==> src/sv/pnguf_pkg.sv <==
// shared types, constants and codes for the png scanline unfilter
package pnguf_pkg;

  localparam int MAX_WIDTH    = 4096;
  localparam int CHANNELS     = 4;
  localparam int HEIGHT_LIMIT = 32768;
  localparam int STORE_DEPTH  = MAX_WIDTH * CHANNELS;

  localparam int COL_W    = $clog2(MAX_WIDTH);
  localparam int CHAN_W   = $clog2(CHANNELS);
  localparam int ROW_W    = $clog2(HEIGHT_LIMIT);
  localparam int ADDR_W   = $clog2(STORE_DEPTH);
  localparam int WIDTH_W  = 13;
  localparam int HEIGHT_W = 16;
  localparam int CFG_W    = 16;

  localparam int FIFO_DEPTH = 4;
  localparam int FIFO_PTR_W = $clog2(FIFO_DEPTH);

  // filter type codes
  localparam logic [2:0] FILT_NONE  = 3'd0;
  localparam logic [2:0] FILT_SUB   = 3'd1;
  localparam logic [2:0] FILT_UP    = 3'd2;
  localparam logic [2:0] FILT_AVG   = 3'd3;
  localparam logic [2:0] FILT_PAETH = 3'd4;

  // queue entry kinds
  localparam logic KIND_COLOR = 1'b0;
  localparam logic KIND_ERROR = 1'b1;

  // configuration register indexes
  localparam logic REG_IMAGE_WIDTH  = 1'b0;
  localparam logic REG_IMAGE_HEIGHT = 1'b1;

  // one unit of work passed from the front to the back
  typedef struct packed {
    logic              kind;
    logic [7:0]        data;
    logic [2:0]        filt;
    logic [CHAN_W-1:0] chan;
    logic [ADDR_W-1:0] addr;
    logic              row0;
    logic              col0;
    logic              rend;
    logic              iend;
  } entry_t;

endpackage

==> src/sv/pnguf_fifo.sv <==
// short queue of work entries between front and back
module pnguf_fifo (
  input  logic              clk,
  input  logic              rst,
  input  logic              push,
  input  pnguf_pkg::entry_t push_entry,
  input  logic              pop,
  output pnguf_pkg::entry_t head,
  output logic              full,
  output logic              empty
);
  import pnguf_pkg::*;

  entry_t                slots [FIFO_DEPTH];
  logic [FIFO_PTR_W-1:0] wr_ptr;
  logic [FIFO_PTR_W-1:0] rd_ptr;
  logic [FIFO_PTR_W:0]   count;
  logic                  do_push;
  logic                  do_pop;

  assign full    = (count == (FIFO_PTR_W + 1)'(FIFO_DEPTH));
  assign empty   = (count == '0);
  assign do_push = push && !full;
  assign do_pop  = pop && !empty;
  assign head    = slots[rd_ptr];

  always_ff @(posedge clk) begin
    if (do_push) begin
      slots[wr_ptr] <= push_entry;
    end
  end

  always_ff @(posedge clk) begin
    if (rst) begin
      wr_ptr <= '0;
      rd_ptr <= '0;
      count  <= '0;
    end else begin
      if (do_push) begin
        wr_ptr <= wr_ptr + FIFO_PTR_W'(1);
      end
      if (do_pop) begin
        rd_ptr <= rd_ptr + FIFO_PTR_W'(1);
      end
      case ({do_push, do_pop})
        2'b10:   count <= count + (FIFO_PTR_W + 1)'(1);
        2'b01:   count <= count - (FIFO_PTR_W + 1)'(1);
        default: count <= count;
      endcase
    end
  end

  a_count_bound: assert property (@(posedge clk) disable iff (rst)
    count <= (FIFO_PTR_W + 1)'(FIFO_DEPTH))
    else $error("queue count past depth");

endmodule

==> config.mk <==
export PLATFORM = sky130hd
export DESIGN_NAME = pnguf_fifo
export DESIGN_NICKNAME = d
export VERILOG_FILES = /design/src/sv/pnguf_pkg.sv /design/src/sv/pnguf_fifo.sv
export SDC_FILE = /design/constraint.sdc
export NUM_CORES = 1
export LEC_CHECK = 0
export BUFFER_PORTS_ARGS = -buffer_cell sky130_fd_sc_hd__buf_2
export CORE_ASPECT_RATIO = 0.6
export CORE_UTILIZATION = 51
export CTS_CLUSTER_DIAMETER = 100
export CTS_CLUSTER_SIZE = 40
export DETAILED_ROUTE_END_ITERATION = 12
export GPL_TIMING_DRIVEN = 0
export PLACE_DENSITY = 0.75
export SYNTH_ARGS = -nofsm -noshare
export SYNTH_HDL_FRONTEND = slang
export SYNTH_SLANG_ARGS = --single-unit
==> constraint.sdc <==
create_clock -name clk -period 2.05 [get_ports clk]
set_clock_uncertainty 0.15 [all_clocks]
set_input_delay 0.41 -clock clk [delete_from_list [all_inputs] [get_ports clk]]
set_output_delay 0.41 -clock clk [all_outputs]
set_load 0.01 [all_outputs]
Word-level counts from Yosys, hierarchy flattened
Memories as Yosys holds them, arrays and structs flattened. A register that Yosys moved wholly into a read port is not among the register bits. Cells that the tools add are included.

Add/sub/neg operators: 4. Equality and inequality tests: 3. Muxes and demuxes: 5. Reduce and logical (&&, ||, !) cells: 6.

Operators by type and width (number): $pmux W3 S2 (1); $add A2 B1 Y2 const B (2); $mux W2 (2); $add A3 B1 Y3 const B (1); $eq A3 B3 Y1 const B (1); $logic_not A3 Y1 (1); $sub A3 B1 Y3 const B (1); $eq A2 B1 Y1 const B (1); $eq A2 B2 Y1 const B (1); $logic_and A1 B1 Y1 (2); $logic_not A1 Y1 (2); $mux W1 (2); $reduce_bool A2 Y1 (1).

Register bits: 7. Memory bits (writable): 128. Input bits: 36. Output and inout bits: 34. Memories: 1.

Memory list: slots (depth 4, width 32, read ports 1, clocked after Yosys merged registers in 1, write ports 1, line pnguf_fifo.sv:14) `entry_t slots [FIFO_DEPTH];`.

Logic depth before layout (Yosys ltp)
Gate-level depths: netlist of run 1.

Word-level depth: 5. Mapped depth: 9. Depth with buffers taken out: 9.

Worst setup path after synthesis of run 1
OpenSTA, ideal clock, no wires.

Kind: reg-to-reg. From: register count[2]. To: register count[2]. Setup time: 70 ps. Arrival: 2045 ps. Required time: 1830 ps. Setup slack: -215 ps. Cell stages (with the launch flop): 10. Buffers on the path: 0. Path through: dfxtp_1 > nor3b_2 > nor2_1 > inv_1 > ha_1 > inv_1 > fa_1 > xor2_1 > or3_1 > a21oi_1.

Longest elaborated chain between the ends: 5.

Ends and longest elaborated chain: start: declaration (line pnguf_fifo.sv:17) `logic [FIFO_PTR_W:0] count;`; start signal: assignment (line pnguf_fifo.sv:46) `2'b10: count <= count + (FIFO_PTR_W + 1)'(1);`; start signal: assignment (line pnguf_fifo.sv:47) `2'b01: count <= count - (FIFO_PTR_W + 1)'(1);`; start signal: assignment (line pnguf_fifo.sv:48) `default: count <= count;`; $eq A3 B3 Y1 * (line pnguf_fifo.sv:21) `assign full = (count == (FIFO_PTR_W + 1)'(FIFO_DEPTH));`; named net full (line pnguf_fifo.sv:9) `output logic full,`; $logic_not A1 Y1 * (line pnguf_fifo.sv:23) `assign do_push = push && !full;`; $logic_and A1 B1 Y1 * (line pnguf_fifo.sv:23); $eq A2 B1 Y1 or $eq A2 B2 Y1 (tied branches) (line pnguf_fifo.sv:45) `case ({do_push, do_pop})`; $pmux W3 S2 or $reduce_bool A2 Y1 (tied branches).

The timed path passes the listed nets; every way through them passes the cells marked *. A chain may end at the register's enable or synchronous reset.

==> summary.txt, run 1 <==
Run status
  • Status: finished, violations left
  • Failing checks: setup timing

Power
  • P_sw: 2180 uW
  • Leakage power: 0.00228 uW
  • Sw Ratio: 0.251
  • Tot Pwr: 8680 uW
  • Sequential share of power: 0.398
  • Internal power: 6500 uW
  • Pwr Density: 1330 nW/um^2
  • Clock Power Share: 0.323
  • Peak supply drop: 0.883 mV
  • Combinational power share: 0.279

STA
  • PnR worst setup slack: -0.234 ns
  • Setup TNS Final: -6.49 ns
  • Setup-failing EPs final: 33
  • Hold Vio Cnt, Final: 0
  • RSZ-0062 raised after global routing: true
  • Max frequency: 438 MHz
  • Worst-Margin Slew: 0.509 ns
  • Slew Viols, Final: 0
  • Period utilisation layout: 1.11
  • Fin crit period: 2.28 ns
  • Worst slew margin: 0.660

Synth
  • Synthesized cell area: 5140 sq um
  • YS warnings: 0
  • Avg Cell Area, Syn: 23.3 sq um
  • Mapped Cells: 221
  • Yosys reg bits: 137
  • Register area share after synthesis: 0.782
  • Post-synth top area cell: edfxtp_1
  • Cell variety after synth: 23
  • Syn nets: 263
  • Share of the synthesized area in the top cell type: 0.747
  • Top post-synthesis cells by area: edfxtp_1 75%, mux4_2 13%, dfxtp_1 3.5%

Drt
  • Routed vias: 2435
  • First-pass DRT Iterations: 4
  • Final ANT Viol Nets: 0
  • Drt via density: 5.25
  • Post-Route WL: 9320 microns
  • DR WL/cell: 20.1 microns
  • DRC viols: 0
  • First-iteration detailed-routing DRC count: 123

GRT
  • Initial antenna violation count: 0
  • First-pass GRT wire length: 14000 microns
  • Overflow after GRT: 0
  • Largest net degree at the start of global routing: 33
  • Vias in the first global route: 2512
  • Total GRT Usage: 0.190

Die
  • IO Pins: 70
  • FP Rows: 27
  • Die width: 132 microns
  • Core area: 9490 sq um
  • Die area: 10500 sq um
  • Initial Util: 0.542
  • Die height: 79.8 microns

Min path
  • Worst hold path type: primary input to flop
  • Hold path cells: 1

Setup path
  • Critical path class: flop to primary output
  • Worst endpoint data arrival time: 1.72 ns
  • Reg-to-reg slack, setup: -0.06 ns
  • CP Max Fanout: 8
  • Buf/Inv on CP: 3
  • Startpoint types: flop
  • Slowest CP cell: mux4_2
  • Most Frequent Cell on Critical Path: buf_12
  • CP top delay family: multiplexers
  • CP endpoint kind: primary output
  • R2r worst-path depth: 9
  • Max incr delay on CP: 0.54 ns
  • Req. time, crit path: 1.49 ns
  • Worst-path cell chain: buf_12, buf_12, mux4_2, buf_6
  • Levels on crit path: 4

Clocking
  • TritonCTS clock tree: done
  • Clk_lat worst skew: 0.40 ns
  • Worst-case clock buffer depth: 2
  • Clock-pin slew on the worst setup and hold paths: 0.05 ns
  • Clk root buf: clkbuf_16
  • Num Clock Sinks: 137
  • CTS Buf Count: 17
  • # hold bufs at CTS: 0
  • H-tree Lvls: 4

Cells and area
  • Commonest non-fill, non-tap cell in the layout: edfxtp_1
  • Commonest non-fill, non-tap cells in the layout: 128 x edfxtp_1, 46 x buf_2, 32 x mux4_2, 22 x buf_6, 20 x clkbuf_16
  • Share of layout cells above drive strength 1: 0.488
  • Fin nets: 363
  • Antenna diodes: 0
  • P&R area growth vs syn: 27.3%

Job
  • Max-cap violations: 0

Placement
  • RD Place Congestion: 0.691
  • Hpwl dp: 5340 microns
  • Buffers on Ports: 68
==> metrics by stage <==
step / hold WS [ns] / setup slack [ns] / instance area, sq um / util / instances
floorplan: 0.309 / -0.0521 / 5160 / - / 221
global placement: 0.326 / -0.614 / 5670 / 0.597 / 419
detailed placement: 0.331 / -0.178 / 5670 / 0.597 / 419
CTS: 0.0579 / -0.247 / 6370 / 0.671 / 459
global route: 0.0577 / -0.279 / 6550 / 0.690 / 464
finish: 0.0701 / -0.234 / 6550 / 0.690 / 464
==> worst reg2reg max path: stages, from the launching register on <==
cell,delay [ns]
dfxtp_4,0.35
buf_4,0.16
o31ai_4,0.26
inv_2,0.08
ha_4,0.17
buf_4,0.12
buf_4,0.12
xor2_1,0.17
or3_1,0.33
a21oi_1,0.12
==> flip-flops by register name, summed over array words and instances, names as in the netlist, named ones only <==
register	cells
count	3
rd_ptr	2
slots	128
wr_ptr	2
==> routing by layer <==
| metal | wire, microns | share of wire | global-route usage | vias up |
|---|---|---|---|---|
| met5 | 0 | 0 | 0 | - |
| met3 | 514 | 0.055 | 0.0597 | 6 |
| li1 | - | - | - | 1116 |
| met1 | 4260 | 0.46 | 0.259 | 1248 |
| met2 | 4480 | 0.48 | 0.293 | 65 |
| met4 | 70 | 0.0075 | 0.0674 | 0 |
==> what timing repair did <==
item	4_1_cts	5_1_grt
gates resized for setup	20	24
setup buffers	8	2
pin swaps	2	1
endpoints found under the setup margin	130	162
gates cloned	0	3
==> cell type report <==
cell class	instances	area (sq um)
Tap cell	130	163
Inverter	8	30.0
Clock buffer	21	440
Timing Repair Buffer	81	628
Buffer	8	106
Multi-Input combinational cell	68	1040
Fill cell	607	2940
Sequential cell	137	4040
Clock inverter	11	105
==> power by group through the flow <==
stage | combinational [uW] | sequential (uW) | clock [uW]
2_1_floorplan | 1270 | 3490 | 0
3_3_place_gp | 1800 | 3510 | 0
3_5_place_dp | 1830 | 3520 | 0
4_1_cts | 2100 | 3450 | 2840
5_1_grt | 2590 | 3470 | 2970
6_report | 2430 | 3450 | 2800
==> worst paths after layout <==
path                                              from                     end
worst max register to register   count[0]$_SDFFE_PP0P_   count[2]$_SDFFE_PP0P_
worst min register to register  rd_ptr[1]$_SDFFE_PP0P_  rd_ptr[1]$_SDFFE_PP0P_
worst max-delay path                              flop                head[18]
worst min-delay path                    push_entry[27]  slots[3][27]$_DFFE_PP_
==> cell usage after synthesis (all sizes together) <==
master  instances
ha              5
nand2           1
fa              1
xor2            3
a21oi           4
buf             8
nor3b           1
nor3            1
o31ai           1
dfxtp           9
inv             8
o21ai           3
mux2i           1
or3             3
edfxtp        128
mux4           32
and2            4
nor2            6
nand2b          2
==> logic make-up (layout without fill, tap and decap cells) <==
group,after synthesis,in the layout,share of synthesized area
XOR/XNOR,3,3,0.00511
AND/OR/NAND/NOR,18,18,0.0204
AO/OA/AOI/OAI,8,8,0.00924
buffers and inverters,16,129,0.0234
flip-flops,137,137,0.782
multiplexers,33,33,0.144
adder cells (fa/ha/maj),6,6,0.0161
No activity file was read; power rests on OpenSTA's default activity.
==> run 2, diff against run 1 <==
CORE_UTILIZATION = 35   (was 51)
CTS_CLUSTER_SIZE = 10   (was 40)
PLACE_DENSITY = default   (was 0.75)
==> summary.txt, run 2 (synthesized netlist as in run 1, its figures left out) <==
Run status
  • Status: finished, violations left
  • Failing checks: setup timing

Cells and area
  • Fin util: 0.485
  • P&R area growth vs syn: 32.1%
  • Max FFs per register: 128
  • Filler cell count: 1164
  • Largest regs: slots x128, count x3
  • Commonest non-fill, non-tap cell in the layout: edfxtp_1
  • Multi-input combinational cell area: 1050 sq um
  • Fin nets: 363
  • Commonest non-fill, non-tap cells in the layout: 128 x edfxtp_1, 38 x buf_2, 32 x mux4_2, 32 x buf_6, 20 x clkbuf_16
  • Largest Register: slots
  • Antenna diodes: 0
  • FF+latch area: 4040 sq um
  • Share of layout cells above drive strength 1: 0.509

Clocking
  • TritonCTS clock tree: done
  • Clock-pin slew on the worst setup and hold paths: 0.06 ns
  • CTS Buf Count: 17
  • Clk_lat worst skew: 0.41 ns
  • H-tree Lvls: 4
  • Num Clock Sinks: 137
  • Clk root buf: clkbuf_16
  • Worst-case clock buffer depth: 2

Placement
  • RD Place Congestion: 0.693
  • Hpwl dp: 5560 microns
  • Buffers on Ports: 68

Die
  • Die height: 95.9 microns
  • FP Rows: 33
  • Die width: 159 microns
  • Core area: 14000 sq um
  • Initial Util: 0.367
  • IO Pins: 70
  • Die area: 15200 sq um

Setup path
  • Req. time, crit path: 1.49 ns
  • Worst-path cell chain: buf_12, clkbuf_16, mux4_2, buf_6
  • CP Max Fanout: 7
  • Max incr delay on CP: 0.52 ns
  • Slowest CP cell: mux4_2
  • Critical path class: flop to primary output
  • Startpoint types: flop
  • CP endpoint kind: primary output
  • Worst endpoint data arrival time: 1.73 ns

STA
  • Slew Viols, Final: 0
  • Fin crit period: 2.29 ns
  • Worst-Margin Slew: 0.541 ns
  • Hold Vio Cnt, Final: 0
  • PnR worst setup slack: -0.242 ns
  • Worst slew margin: 0.639
  • Setup-failing EPs final: 33
  • RSZ-0062 raised after global routing: true
  • Hold WS: 0.0618 ns
  • Period utilisation layout: 1.12
  • Max frequency: 436 MHz
  • Setup TNS Final: -6.88 ns

Drt
  • Drt via density: 4.66
  • Routed vias: 2453
  • First-pass DRT Iterations: 4
  • First-iteration detailed-routing DRC count: 167
  • DR WL/cell: 18.1 microns
  • Final ANT Viol Nets: 0
  • Post-Route WL: 9500 microns
  • DRC viols: 0

Job
  • Max-cap violations: 0

GRT
  • Largest net degree at the start of global routing: 33
  • First-pass GRT wire length: 14100 microns
  • Initial antenna violation count: 1
  • Overflow after GRT: 0
  • Total GRT Usage: 0.135
  • Vias in the first global route: 2538

Power
  • Peak supply drop: 0.502 mV
  • Leakage power: 0.00233 uW
  • Pwr Density: 1340 nW/um^2

Min path
  • Worst hold path type: primary input to flop
## run 2: cell count changes in the layout (fill, tap and decap cells not counted), moves of 2 or more
| cell | delta |
|---|---|
| clkinv_4 | +2 |
| clkbuf_1 | -4 |
| a21oi_1 | -2 |
| buf_6 | +10 |
| buf_4 | -4 |
| clkinv_2 | -3 |
| inv_6 | +3 |
| buf_2 | -8 |
| buf_12 | +2 |
| a21oi_2 | +2 |
| clkinvlp_4 | +2 |
## run 2: layout make-up
type / instances / share of cell area
clock buffer: 17 / 0.0626
sequential: 137 / 0.594
inverter: 8 / 0.00442
buffer: 8 / 0.0157
multi-input combinational: 68 / 0.154
timing repair buffer: 81 / 0.108
tap: 192 / 0.0354
clock inverter: 15 / 0.0258
## run 2: report_power, final
| part | leakage [uW] | switching, uW | total (uW) | internal, uW |
|---|---|---|---|---|
| registers | 0.00125 | 85.1 | 3450 | 3360 |
| logic | 0.000794 | 1090 | 2600 | 1510 |
| clock network | 0.000287 | 1160 | 3070 | 1910 |
| total | 0.00233 | 2330 | 9120 | 6780 |
## run 2: routing by layer
| metal | share of wire | vias to the layer above | wire length [microns] | global-route usage |
|---|---|---|---|---|
| li1 | - | 1114 | - | - |
| met1 | 0.48 | 1260 | 4580 | 0.182 |
| met2 | 0.44 | 65 | 4180 | 0.193 |
| met3 | 0.068 | 12 | 646 | 0.0590 |
| met4 | 0.0085 | 2 | 81 | 0.0457 |
| met5 | 0.00084 | - | 8 | 0 |
## run 2: repair_timing
action	CTS	global route
resized for setup	23	36
endpoints found under the hold margin	0	0
endpoints found under the setup margin	129	34
hold buffers	0	0
cloned	0	3
buffers inserted	8	1
pin swaps	3	4
## run 2: final timing paths
path                          startpoint                     end  slack, ns  depth (start not counted)
setup / recovery                    flop                 head[7]      -0.24                          4
hold / removal            push_entry[25]  slots[1][25]$_DFFE_PP_       0.06                          1
setup reg to reg   count[0]$_SDFFE_PP0P_   count[2]$_SDFFE_PP0P_      -0.03                          9
hold reg to reg   rd_ptr[1]$_SDFFE_PP0P_  rd_ptr[1]$_SDFFE_PP0P_       0.35                          2
## run 2: critical path, delay by kind of cell (launching register included)
kind | cells | cell delay (ns)
DFF | 1 | 0.34
buffers and inverters | 3 | 0.47
muxes | 1 | 0.52
## run 2: through the flow
step / area [sq um] / power (uW) / setup WS [ns] / instances
global placement: 5740 / 5350 / -0.676 / 481
finish: 6790 / 9120 / -0.242 / 526
detailed placement: 5780 / 5390 / -0.141 / 482
global route: 6790 / 9530 / -0.291 / 526
floorplan: 5160 / 4760 / -0.0521 / 221
CTS: 6550 / 8750 / -0.260 / 522
