<file path="config.mk">
export PLATFORM = sky130hd
export DESIGN_NAME = pnguf_front
export DESIGN_NICKNAME = d
export VERILOG_FILES = /design/src/sv/pnguf_pkg.sv /design/src/sv/pnguf_front.sv
export SDC_FILE = /design/constraint.sdc
export NUM_CORES = 1
export LEC_CHECK = 0
export BUFFER_PORTS_ARGS = -buffer_cell sky130_fd_sc_hd__buf_2
export CAP_MARGIN = 10
export CORE_ASPECT_RATIO = 0.5
export CORE_MARGIN = 8
export CORE_UTILIZATION = 45
export CTS_CLUSTER_SIZE = 28
export DETAILED_ROUTE_END_ITERATION = 12
export PLACE_DENSITY = 0.75
export RECOVER_POWER = 50
export REMOVE_ABC_BUFFERS = 1
export SYNTH_ARGS = -nofsm -noshare
export SYNTH_HDL_FRONTEND = slang
export SYNTH_SLANG_ARGS = --single-unit
</file>
<file path="constraint.sdc">
create_clock -name clk -period 11.7 [get_ports clk]
set_input_delay 2.34 -clock clk [delete_from_list [all_inputs] [get_ports clk]]
set_output_delay 2.34 -clock clk [all_outputs]
set_load 0.05 [all_outputs]
</file>
<file path="src/sv/pnguf_pkg.sv">
// shared types, constants and codes for the png scanline unfilter
package pnguf_pkg;

  localparam int MAX_WIDTH    = 4096;
  localparam int CHANNELS     = 4;
  localparam int HEIGHT_LIMIT = 32768;
  localparam int STORE_DEPTH  = MAX_WIDTH * CHANNELS;

  localparam int COL_W    = $clog2(MAX_WIDTH);
  localparam int CHAN_W   = $clog2(CHANNELS);
  localparam int ROW_W    = $clog2(HEIGHT_LIMIT);
  localparam int ADDR_W   = $clog2(STORE_DEPTH);
  localparam int WIDTH_W  = 13;
  localparam int HEIGHT_W = 16;
  localparam int CFG_W    = 16;

  localparam int FIFO_DEPTH = 4;
  localparam int FIFO_PTR_W = $clog2(FIFO_DEPTH);

  // filter type codes
  localparam logic [2:0] FILT_NONE  = 3'd0;
  localparam logic [2:0] FILT_SUB   = 3'd1;
  localparam logic [2:0] FILT_UP    = 3'd2;
  localparam logic [2:0] FILT_AVG   = 3'd3;
  localparam logic [2:0] FILT_PAETH = 3'd4;

  // queue entry kinds
  localparam logic KIND_COLOR = 1'b0;
  localparam logic KIND_ERROR = 1'b1;

  // configuration register indexes
  localparam logic REG_IMAGE_WIDTH  = 1'b0;
  localparam logic REG_IMAGE_HEIGHT = 1'b1;

  // one unit of work passed from the front to the back
  typedef struct packed {
    logic              kind;
    logic [7:0]        data;
    logic [2:0]        filt;
    logic [CHAN_W-1:0] chan;
    logic [ADDR_W-1:0] addr;
    logic              row0;
    logic              col0;
    logic              rend;
    logic              iend;
  } entry_t;

endpackage

</file>
<file path="src/sv/pnguf_front.sv">
// front: accepts bytes, tracks row and column position, classifies work
module pnguf_front (
  input  logic                          clk,
  input  logic                          rst,
  input  logic                          s_tvalid,
  output logic                          s_tready,
  input  logic [7:0]                    s_tdata,
  input  logic [0:0]                    s_tuser,
  input  logic [pnguf_pkg::WIDTH_W-1:0]  image_width,
  input  logic [pnguf_pkg::HEIGHT_W-1:0] image_height,
  input  logic                          fifo_full,
  output logic                          push,
  output pnguf_pkg::entry_t             entry
);
  import pnguf_pkg::*;

  logic [COL_W-1:0]    column;
  logic [CHAN_W-1:0]   chan;
  logic [ROW_W-1:0]    row;
  logic [2:0]          filt;
  logic                expect_type;
  logic                error_hold;

  logic [COL_W-1:0]    column_next;
  logic [CHAN_W-1:0]   chan_next;
  logic [ROW_W-1:0]    row_next;
  logic [2:0]          filt_next;
  logic                expect_type_next;
  logic                error_hold_next;

  logic                accept;
  logic                start;
  logic [COL_W-1:0]    col_e;
  logic [CHAN_W-1:0]   chan_e;
  logic [ROW_W-1:0]    row_e;
  logic                exp_e;
  logic                err_e;
  logic [WIDTH_W-1:0]  eff_w;
  logic [HEIGHT_W-1:0] eff_h;
  logic [WIDTH_W-1:0]  col_inc;
  logic [HEIGHT_W-1:0] row_inc;
  logic                last;
  logic                rend;
  logic                iend;
  logic                bad_type;

  assign s_tready = !fifo_full;
  assign accept   = s_tvalid && s_tready;
  assign start    = s_tuser[0];

  always_comb begin
    // out of range widths and heights clamp
    if (image_width == '0) begin
      eff_w = WIDTH_W'(1);
    end else if (image_width > WIDTH_W'(MAX_WIDTH)) begin
      eff_w = WIDTH_W'(MAX_WIDTH);
    end else begin
      eff_w = image_width;
    end
    if (image_height == '0) begin
      eff_h = HEIGHT_W'(1);
    end else if (image_height > HEIGHT_W'(HEIGHT_LIMIT)) begin
      eff_h = HEIGHT_W'(HEIGHT_LIMIT);
    end else begin
      eff_h = image_height;
    end
  end

  always_comb begin
    // start mark clears the position before the byte is looked at
    col_e  = start ? '0 : column;
    chan_e = start ? '0 : chan;
    row_e  = start ? '0 : row;
    exp_e  = start ? 1'b1 : expect_type;
    err_e  = start ? 1'b0 : error_hold;

    col_inc  = WIDTH_W'(col_e) + WIDTH_W'(1);
    row_inc  = HEIGHT_W'(row_e) + HEIGHT_W'(1);
    last     = (chan_e == CHAN_W'(CHANNELS - 1));
    rend     = last && (col_inc >= eff_w);
    iend     = rend && (row_inc >= eff_h);
    bad_type = (s_tdata > 8'(FILT_PAETH));

    column_next      = col_e;
    chan_next        = chan_e;
    row_next         = row_e;
    filt_next        = filt;
    expect_type_next = exp_e;
    error_hold_next  = err_e;
    push             = 1'b0;

    entry.kind = exp_e ? KIND_ERROR : KIND_COLOR;
    entry.data = s_tdata;
    entry.filt = filt;
    entry.chan = chan_e;
    entry.addr = {col_e, chan_e};
    entry.row0 = (row_e == '0);
    entry.col0 = (col_e == '0);
    entry.rend = rend;
    entry.iend = iend;

    if (accept && !err_e) begin
      if (exp_e) begin
        if (bad_type) begin
          error_hold_next = 1'b1;
          push            = 1'b1;
        end else begin
          filt_next        = s_tdata[2:0];
          column_next      = '0;
          chan_next        = '0;
          expect_type_next = 1'b0;
        end
      end else begin
        push = 1'b1;
        if (!last) begin
          chan_next = chan_e + CHAN_W'(1);
        end else begin
          chan_next = '0;
          if (rend) begin
            column_next      = '0;
            expect_type_next = 1'b1;
            row_next         = iend ? '0 : row_inc[ROW_W-1:0];
          end else begin
            column_next = col_inc[COL_W-1:0];
          end
        end
      end
    end
  end

  always_ff @(posedge clk) begin
    if (rst) begin
      column      <= '0;
      chan        <= '0;
      row         <= '0;
      filt        <= FILT_NONE;
      expect_type <= 1'b1;
      error_hold  <= 1'b0;
    end else if (accept) begin
      column      <= column_next;
      chan        <= chan_next;
      row         <= row_next;
      filt        <= filt_next;
      expect_type <= expect_type_next;
      error_hold  <= error_hold_next;
    end
  end

  a_bad_start_errors: assert property (@(posedge clk) disable iff (rst)
    accept && start && bad_type |-> push && entry.kind == KIND_ERROR)
    else $error("bad filter type on start mark did not queue an error");

  a_hold_drops: assert property (@(posedge clk) disable iff (rst)
    error_hold && !(accept && start) |-> !push)
    else $error("work queued while in error hold");

  a_rend_on_last: assert property (@(posedge clk) disable iff (rst)
    push && entry.kind == KIND_COLOR && !last |-> !entry.rend)
    else $error("row end marked on a byte that does not close a pixel");

endmodule

</file>
After elaboration in Yosys (flattened, before gate mapping)
Index checks and enable logic that the tools add are counted.

Register bits after elaboration: 34. Bits of input ports: 42. Output and inout port bits: 34. Logic and storage cells: 61.

Add/subtract/negate cells: 3. $lt $le $gt $ge: 5. Equal/unequal tests: 1. Mux-type cells: 34. Bitwise gates (word level): 1. Reductions and logical operators: 11.

Operator list (count): 15-bit two-way mux (6); 12-bit two-way mux (6); 16-bit two-way mux (2); 13-bit two-way mux (2); 15-bit by 1-bit adder with 16-bit output (second input constant) (1); 16-bit greater-or-equal comparator (1); 16-bit greater-than comparator (second input constant) (1); 16-bit zero test (1); 15-bit zero test (1); 12-bit by 1-bit adder with 13-bit output (second input constant) (1); 13-bit greater-or-equal comparator (1); 13-bit greater-than comparator (second input constant) (1); 13-bit zero test (1); 1-bit two-way mux (13); 12-bit zero test (1); 2-bit two-way mux (5); 8-bit by 3-bit greater-than comparator with 1-bit output (second input constant) (1); 1-bit logical AND (4); 4-bit AND reduction (1); 2-bit by 1-bit adder with 2-bit output (second input constant) (1); 2-bit == test (second input constant) (1); 1-bit zero test (2); 1-bit inverter (1).

Longest topological paths before layout
Gate-level depths: netlist of the first run.

Depth after elaboration: 11. Gate-level depth with buffers: 17. Gate-level depth less buffers: 15.

Worst setup path before layout of the first run
Ideal clock, no wire load.

Path kind: input -> output. Start point: in s_tuser. End point: out entry[0] in the netlist's numbering. Data arrival time: 6.076 ns. Required time: 9.360 ns. Slack: 3.284 ns. Stages: 16. Path buffers: 4. Cell sequence: clkbuf_1 clkbuf_1 clkbuf_1 nor2b_1 ha_1 nand4_1 nor2_1 and3_1 xor2_1 ha_1 a21oi_1 o21ai_0 a21o_1 o21ai_1 nor2b_1 buf_4.

RTL lines: start, declared (line pnguf_front.sv:8) `input logic [0:0] s_tuser,`; end, declared (line pnguf_front.sv:13) `output pnguf_pkg::entry_t entry`.

==> run metrics, run 1 <==
Max clock buf depth 2; # DRC 0; register bit count reported by yosys 34; Post-synth EDFFs 0; post-synth cell types 59; Worst Path Required 9.36 ns; Final WS setup 2.65 ns; Final period util 0.774; Iteration-0 DRC Markers 335; root buf cell clkbuf_16; startpoint types input pin; largest net degree at the start of global routing 45; cell area power density 79.6 nW/um^2; Die ar. 10,500 um^2; failing checks capacitance limit, slew limit; Post-DRT Antenna Nets 0; worst skew pair latency 0.28 ns; hold wc startpoint chan[0]; fill count 741; Met1 Wirelength 4.42 mm; Netlist Area Pre-Place 3280 um^2; min cycle time layout 9.05 ns; worst hold path type flip-flop to flip-flop; Setup WS pre-CTS 3.31 ns; Setup-failing EPs final 0; R2R Setup Slk 7.67 ns; # rows 22; Ant. Diodes 0; Slew Limit Headroom -0.236; RR Endpoint row[14]; initial antenna violation count 0; clock sink total 34; WL met2 4.25 mm; Async SR Flop Fraction 0; Final Power 0.000298 W; Post-Syn Area per Cell 7.57 um^2; routability cong. 0.946; GRT overflow 0; final hold violations 0; Initial Util 0.455; PortBufs 75; share of layout cells above drive strength 1 0.135; Synth Warn # 0; VDD IR max 0.0000480 V; RSZ-0062 raised after global routing false; TritonCTS clock tree yes; drt via density 5.84; drt pass-1 iters 5; dpl cells 578; nets 565; vias 3,422; Final HPWL DP 7.43 mm; core area 7210 um^2; P_leak 1.57 nW; setup bufs post-CTS 0; CP endpoint kind primary output; area grow syn2layout 13.9%; fmax 110 MHz; CP Data Arrival Time 6.71 ns; Top Metal Used met4; DR WL met3 620 um; GRT Util Overall 0.182; Post-Synthesis Cells 434; Max Slew Vio Count 45; setup tns final 0 ns; Max Cap Viol 1; vias in the first global route 3,260; die height 76.4 um; CTS buffer count 5; die width 137 um; CP max FO 44; Worst Tran Pin Value 1.85 ns; CTS clk-pin slew, worst paths 0.05 ns; Fin Clk Skew 0.00751 ns; r2r worst-path depth 14; prevailing post-synth register cell dfxtp_1; hold-critical path endpoint chan[0]; Hold Buf Count CTS 0; PostCTS Resize Cnt 0; critical path type input pin to primary output; I/O pin count 76; first-pass GRT wire length 15.8 mm; Max H-tree Level 2; hold depth 2; outcome complete, but fails checks; Finished Layout Cells 586; Seq/Total Area, Yosys 0.207; WL per Instance 16.1 um; Post-Route WL 9.43 mm; worst reg2reg path startpoint row[1]
==> layout make-up <==
type	count	area (um^2)	share of cell area
inverter	20	75.1	0.0201
timing repair buffer	75	343	0.0917
clock inverter	2	12.5	0.00335
tap	96	120	0.0321
sequential	34	681	0.182
clock buffer	6	139	0.0371
multi-input combinational	353	2370	0.634
==> cell families after synthesis <==
logic type	count (synthesis)	synth area share
and+or+nand+nor	196	0.306
DFF	34	0.207
xor gates and xnor gates	24	0.0640
muxes	6	0.0194
AOI/OAI and AO/OA	93	0.202
adders and majority gates	34	0.130
buffers and inverters	47	0.0712
==> registers in the layout, indices dropped and copies added (netlist names) <==
| signal | count |
|---|---|
| filt | 3 |
| row | 15 |
| error_hold | 1 |
| expect_type | 1 |
| chan | 2 |
| column | 12 |
==> worst max path at each step <==
| stage | start | end | slack, ns | cells after the start |
|---|---|---|---|---|
| after floorplan | s_tuser | entry[0] | 3.55 | 12 |
| after global placement | s_tuser | entry[0] | 3.45 | 15 |
| after detailed placement | s_tuser | entry[0] | 3.31 | 15 |
| after CTS | s_tuser | entry[0] | 3.29 | 15 |
| after global routing | s_tuser | entry[0] | 2.27 | 15 |
| final | s_tuser | entry[0] | 2.65 | 15 |
==> critical path, stage by stage <==
cell      delay, ns
clkbuf_1       1.30
nand2b_1       0.31
inv_1          0.09
ha_1           0.21
nand3_1        0.12
nor3_1         0.13
nand4_1        0.26
xor2_1         0.17
nor2_1         0.07
ha_1           0.41
nand4_1        0.16
nor3_1         0.35
a21o_1         0.33
nor2b_1        0.17
buf_2          0.28
==> power breakdown <==
group	switching [W]	internal, W	total (W)
registers	0.00000115	0.000116	0.000117
logic	0.0000298	0.0000135	0.0000432
clock network	0.0000526	0.0000843	0.000137
==> placed cells by master (no fill, tap or decap), drive strengths merged, types with 5 or more instances in the layout <==
cell,count
clkbuf,32
nand3,12
nand2,57
o21ai,17
xnor2,12
dfxtp,34
nand2b,8
nor2,42
ha,34
a21oi,17
inv,18
a32oi,6
o211ai,5
nand4,13
a32o,7
nor3,14
xor2,12
a22o,9
nor4,14
nor2b,17
buf,49
==> routing by layer <==
layer | vias to the layer above | GRT usage
li1 | 1695 | -
met4 | 0 | 0.0614
met5 | - | 0
met1 | 1603 | 0.245
met2 | 109 | 0.280
met3 | 15 | 0.0355
==> cell usage after synthesis (all sizes together), types with 13 or more instances <==
cell type	instances	area (um^2)
inv	18	67.6
nor4	14	103
ha	34	425
nor2	42	165
nand2	57	216
nand4	13	81.3
buf	15	114
nor2b	17	106
o21ai	17	85.1
dfxtp	34	681
nor3	14	80.1
a21oi	17	85.1
==> through the flow <==
step                      cell area [um^2]  hold WS, ns   util
final                                 3740        0.462  0.519
after global routing                  3740        0.480  0.519
after CTS                             3770        0.464  0.523
after detailed placement              3620        0.453  0.502
after global placement                3620        0.441  0.502
after floorplan                       3130        0.421      -
Power figures use the tool's default switching activity.
==> inputs of run 2 (changes only) <==
--- a/config.mk
+++ b/config.mk
@@ -5,6 +5,7 @@
 export SDC_FILE = /design/constraint.sdc
 export NUM_CORES = 1
 export LEC_CHECK = 0
+export ABC_AREA = 1
 export BUFFER_PORTS_ARGS = -buffer_cell sky130_fd_sc_hd__buf_2
 export CAP_MARGIN = 10
 export CORE_ASPECT_RATIO = 0.5
@@ -12,7 +13,7 @@
 export CORE_UTILIZATION = 45
 export CTS_CLUSTER_SIZE = 28
 export DETAILED_ROUTE_END_ITERATION = 12
-export PLACE_DENSITY = 0.75
+export PLACE_DENSITY = 0.76
 export RECOVER_POWER = 50
 export REMOVE_ABC_BUFFERS = 1
 export SYNTH_ARGS = -nofsm -noshare
==> constraint.sdc (replaced) <==
create_clock -name clk -period 7.56 [get_ports clk]
set_input_delay 1.512 -clock clk [delete_from_list [all_inputs] [get_ports clk]]
set_output_delay 1.512 -clock clk [all_outputs]
set_load 0.05 [all_outputs]
==> run 2 against run 1 <==
  * Final cell count increased by 44%
  * The flow still finishes with violations (capacitance limit, slew limit)
  * Sequential power is 63% higher
  * Die area grew 17%
  * Synthesized cell count rose by 54%
==> run metrics, run 2 <==
most frequent cells in the layout nand2_1, inv_1, a21oi_1, nor2_1, buf_2; Die ar. 12,200 um^2; worst skew pair latency 0.28 ns; RSZ-0062 raised after global routing false; switching part of the total 0.328; TritonCTS clock tree yes; I/O pin count 76; clock sink total 34; worst hold path type flip-flop to flip-flop; Final Power 0.000575 W; # rows 24; Max clock buf depth 2; most frequent cells after synthesis nand2_1, inv_1, a21oi_1, nor2_1, o21ai_0; critical path, cell by cell buf_2 -> inv_1 -> nand2_1 -> clkbuf_1 -> inv_1 -> nand2_1 -> inv_1 -> o21ai_0 -> inv_1 -> buf_2; area grow syn2layout 11.8%; post-synth cell types 38; Met1 Wirelength 5.25 mm; root buf cell clkbuf_16; Seq/Total Area, Yosys 0.172; Final period util 0.877; CP dominant cell by count inv_1; initial antenna violation count 0; most common cell after layout, fill and taps aside nand2_1; Finished Layout Cells 841; Slowest-stage cell, CP clkbuf_1; final hold violations 0; Fin Clk Skew 0.00614 ns; Post-DRT Antenna Nets 0; share of layout cells above drive strength 1 0.130; WL met2 4.67 mm; Comb power frac 0.260; cell area power density 130 nW/um^2; fmax 151 MHz; GRT Util Overall 0.180; VDD IR max 0.0000818 V; setup bufs post-CTS 0; dpl cells 833; outcome complete, but fails checks; CP Data Arrival Time 5.11 ns; area of the multi-input gates 2730 um^2; critical path type input pin to primary output; max reg flops 15; area share of the largest cell type after synthesis 0.203; die width 149 um; vias 4,353; largest net degree at the start of global routing 48; Worst Path Required 6.05 ns; CP max FO 47; core area 8620 um^2; final core occ 0.513; Synth Warn # 0; top-count cell post-synth nand2_1; startpoint types input pin; switching pwr 0.000189 W; Max stage delay on crit path 1.39 ns; CTS buffer count 5; PortBufs 75; vias in the first global route 3,939; fin area 4420 um^2; Max H-tree Level 2; Reg power frac 0.333; Post-Syn Area per Cell 5.90 um^2; drt via density 5.18; Largest Register row; first-pass GRT wire length 18.2 mm; Pint 0.000386 W; Netlist Area Pre-Place 3950 um^2; nets 799; Post-Route WL 11.0 mm; # DRC 0; Hold Buf Count CTS 0; Synth area leader nand2_1; Iteration-0 DRC Markers 340; Top Metal Used met4; Largest regs row (15), column (12), filt (3); Max Slew Vio Count 48; DR WL met3 891 um; Async SR Flop Fraction 0; Final HPWL DP 8.53 mm; CP endpoint kind primary output; WL per Instance 13.0 um; prevailing post-synth register cell dfxtp_1; min cycle time layout 6.63 ns; register bit count reported by yosys 34; failing checks capacitance limit, slew limit; Placed Area 4300 um^2; Clock power frac 0.407; Setup-failing EPs final 0; Post-Synthesis Cells 670; PostCTS Resize Cnt 0; fill count 916; setup tns final 0 ns; Slew Limit Headroom -0.296; CTS clk-pin slew, worst paths 0.05 ns; Ant. Diodes 0; Worst Tran Pin Value 1.94 ns; Post-synth EDFFs 0; P_leak 2.09 nW; Initial Util 0.459; Sequential cell area 681 um^2; drt pass-1 iters 5; Top delay family on crit path buffers and inverters; largest cells by area after synthesis nand2_1, dfxtp_1, ha_1; worst path bufs/invs 7; GRT overflow 0; routability cong. 0.952; Max Cap Viol 1; die height 82.3 um
## run 2: changes by cell type in the layout (fill, tap and decap cells not counted), moves of 8 or more
cell,change
nor2_2,+10
inv_1,+69
nor2b_1,-17
nand3_1,+15
a22o_1,-9
a21oi_1,+37
nand2_1,+159
xnor2_1,-12
nand2b_1,-8
o21ai_0,+28
## run 2: layout make-up
cell class / count / area share
well taps: 117 / 0.0331
clock inverters: 1 / 0.00679
multi-input cells: 511 / 0.617
repair buffers: 76 / 0.0778
flip-flops and latches: 34 / 0.154
clock buffers: 7 / 0.0300
inverters: 95 / 0.0818
## run 2: cell families (layout without fill, tap and decap cells)
| family | count (synthesis) | after routing | share of synthesized area |
|---|---|---|---|
| simple gates | 351 | 351 | 0.401 |
| flops | 34 | 34 | 0.172 |
| fa+ha+maj | 34 | 34 | 0.108 |
| compound gates | 110 | 110 | 0.145 |
| xor+xnor | 16 | 16 | 0.0373 |
| buf+inv | 125 | 179 | 0.137 |
## run 2: worst reg2reg max path, stage by stage, from the launching register on
cell     delay (ns)
dfxtp_1        0.33
inv_1          0.06
nor2_1         0.28
ha_1           0.31
nand2_1        0.10
nor2_1         0.16
nand2_1        0.12
nor4_1         0.28
ha_1           0.30
nand2_1        0.13
inv_1          0.07
a21oi_1        0.15
nand3_1        0.09
nor2_1         0.29
nor2_4         0.11
nor2_2         0.33
nand2_1        0.10
nand2_1        0.09
nand2_1        0.06
a21oi_1        0.12
## run 2: stage by stage
| stage | hold WS (ns) | worst slack, ns |
|---|---|---|
| 5_1_grt | 0.468 | 0.578 |
| 3_3_place_gp | 0.434 | 1.54 |
| 6_report | 0.447 | 0.933 |
| 2_1_floorplan | 0.438 | 1.31 |
| 3_5_place_dp | 0.438 | 1.38 |
| 4_1_cts | 0.446 | 1.35 |
## run 2: worst paths after layout
check / startpoint / end / slack (ns) / depth (start not counted)
max reg2reg: column[0] / column[5] / 4.02 / 19
min: filt[0] / filt[0] / 0.45 / 2
max: fifo_full / push / 0.93 / 10
min reg2reg: filt[0] / filt[0] / 0.45 / 2
## run 2: power by group through the flow
stage / combinational (W) / clock, W / sequential (W)
final: 0.000150 / 0.000234 / 0.000191
after global routing: 0.000168 / 0.000244 / 0.000192
after CTS: 0.000151 / 0.000237 / 0.000191
after global placement: 0.000148 / 0 / 0.000195
after detailed placement: 0.000150 / 0 / 0.000195
after floorplan: 0.0000955 / 0 / 0.000194
## run 2: metal layers
layer / vias up / track usage
li1: 2248 / -
met1: 1925 / 0.240
met2: 163 / 0.291
met3: 17 / 0.0348
met4: 0 / 0.0555
met5: - / 0
==> inputs of run 3 (changes only) <==
--- a/config.mk
+++ b/config.mk
@@ -13,7 +13,7 @@
 export CORE_UTILIZATION = 45
 export CTS_CLUSTER_SIZE = 28
 export DETAILED_ROUTE_END_ITERATION = 12
-export PLACE_DENSITY = 0.76
+export PLACE_DENSITY = 0.67
 export RECOVER_POWER = 50
 export REMOVE_ABC_BUFFERS = 1
 export SYNTH_ARGS = -nofsm -noshare
==> run 3 against run 2 <==
  * The run still ends with capacitance limit, slew limit left
  * Final cell count unchanged
  * First-iteration DRC count down 13%
  * Routed wire length up 1.5%
  * Clock power down 10%
  * Utilization down 0.17 points
  * Global-route usage up 0.087 points
  * Critical path depth unchanged
  * Design area down 0.34%
  * Non-clock buffer count unchanged
  * Sequential share of layout area up 0.052 points
  * Via count down 2.0%
  * Combinational power about the same
==> run metrics, run 3 (synthesis results as in run 2) <==
worst skew pair latency 0.28 ns; die height 82.3 um; Hold Buf Count CTS 0; Max clock buf depth 2; Final WS setup 0.977 ns; Slew Limit Headroom -0.306; outcome complete, but fails checks; Setup-failing EPs final 0; Max stage delay on crit path 1.40 ns; first-pass GRT wire length 18.3 mm; Setup WS pre-CTS 1.40 ns; most common cell after layout, fill and taps aside nand2_1; worst path bufs/invs 7; TritonCTS clock tree yes; worst hold path type flip-flop to flip-flop; Max Slew Vio Count 48; die width 149 um; drt via density 5.07; Max H-tree Level 2; VDD IR max 0.0000867 V; root buf cell clkbuf_16; core area 8620 um^2; GRT overflow 0; critical path type input pin to primary output; share of layout cells above drive strength 1 0.131; Final period util 0.871; dpl cells 833; fmax 152 MHz; CP dominant cell by count inv_1; clock sink total 34; Iteration-0 DRC Markers 295; largest net degree at the start of global routing 48; vias 4,268; I/O pin count 76; CP Data Arrival Time 5.07 ns; setup tns final 0 ns; WL per Instance 13.2 um; Fin Clk Skew 0.00613 ns; max reg flops 15; area grow syn2layout 11.5%; GRT Util Overall 0.181; most frequent cells in the layout nand2_1, inv_1, a21oi_1, nor2_1, buf_2; Initial Util 0.459; P_leak 2.09 nW; Largest regs row (15), column (12), filt (3); startpoint types input pin; PortBufs 75; CTS buffer count 5; final hold violations 0; Finished Layout Cells 841; nets 799; # rows 24; Max Cap Viol 1; critical path, cell by cell buf_2 -> inv_1 -> nand2_1 -> clkbuf_1 -> inv_1 -> nand2_1 -> inv_1 -> o21ai_0 -> inv_1 -> buf_2; cell area power density 125 nW/um^2; PostCTS Resize Cnt 0; CP max FO 47; RSZ-0062 raised after global routing false; Post-DRT Antenna Nets 0; Die ar. 12,200 um^2; Worst Path Required 6.05 ns; failing checks capacitance limit, slew limit; hold slack 0.447 ns; Largest Register row; # DRC 0; vias in the first global route 3,846; CP endpoint kind primary output; CTS clk-pin slew, worst paths 0.06 ns; Post-Route WL 11.1 mm; Slowest-stage cell, CP clkbuf_1; Final Power 0.000550 W; Worst Tran Pin Value 1.96 ns; setup bufs post-CTS 0; min cycle time layout 6.58 ns; routability cong. 0.891; Final HPWL DP 8.64 mm; Ant. Diodes 0; drt pass-1 iters 5; Top delay family on crit path buffers and inverters; initial antenna violation count 0
==> run 3: final cells by class <==
class | count | area (um^2)
inverters | 95 | 362
multi-input cells | 511 | 2730
fillers | 912 | 4210
clock buffers | 7 | 143
clock inverters | 1 | 5.00
repair buffers | 76 | 344
flip-flops and latches | 34 | 681
well taps | 117 | 146
==> run 3: where the power goes <==
group	leakage, nW	switching (W)	internal, W
registers	0.277	0.00000438	0.000187
logic	1.74	0.000106	0.0000434
clock network	0.0739	0.0000792	0.000131
==> run 3: path summary, 6_finish.rpt <==
kind,startpoint,end,slack (ns),cells past startpoint
max,fifo_full,push,0.98,10
min,filt[0],filt[0],0.45,2
max reg2reg,column[0],row[11],4.15,20
min reg2reg,filt[0],filt[0],0.45,2
==> run 3: worst min-delay path: cells and delay by family, from the launching register on <==
family	cells	cell delay [ns]
AO/OA/AOI/OAI	1	0.05
buffers and inverters	1	0.05
flip-flops	1	0.31
==> run 3: stage by stage <==
step / cell area, um^2 / utilization
4_1_cts: 4450 / 0.517
6_report: 4410 / 0.511
5_1_grt: 4410 / 0.511
3_5_place_dp: 4300 / 0.499
3_3_place_gp: 4300 / 0.499
2_1_floorplan: 3770 / -
==> run 3: metal layers <==
layer / wire, um / share of wire / GRT usage
met5: 0 / 0 / 0
met3: 662 / 0.060 / 0.0364
met2: 4890 / 0.44 / 0.300
met4: 55 / 0.0049 / 0.0313
met1: 5520 / 0.50 / 0.243
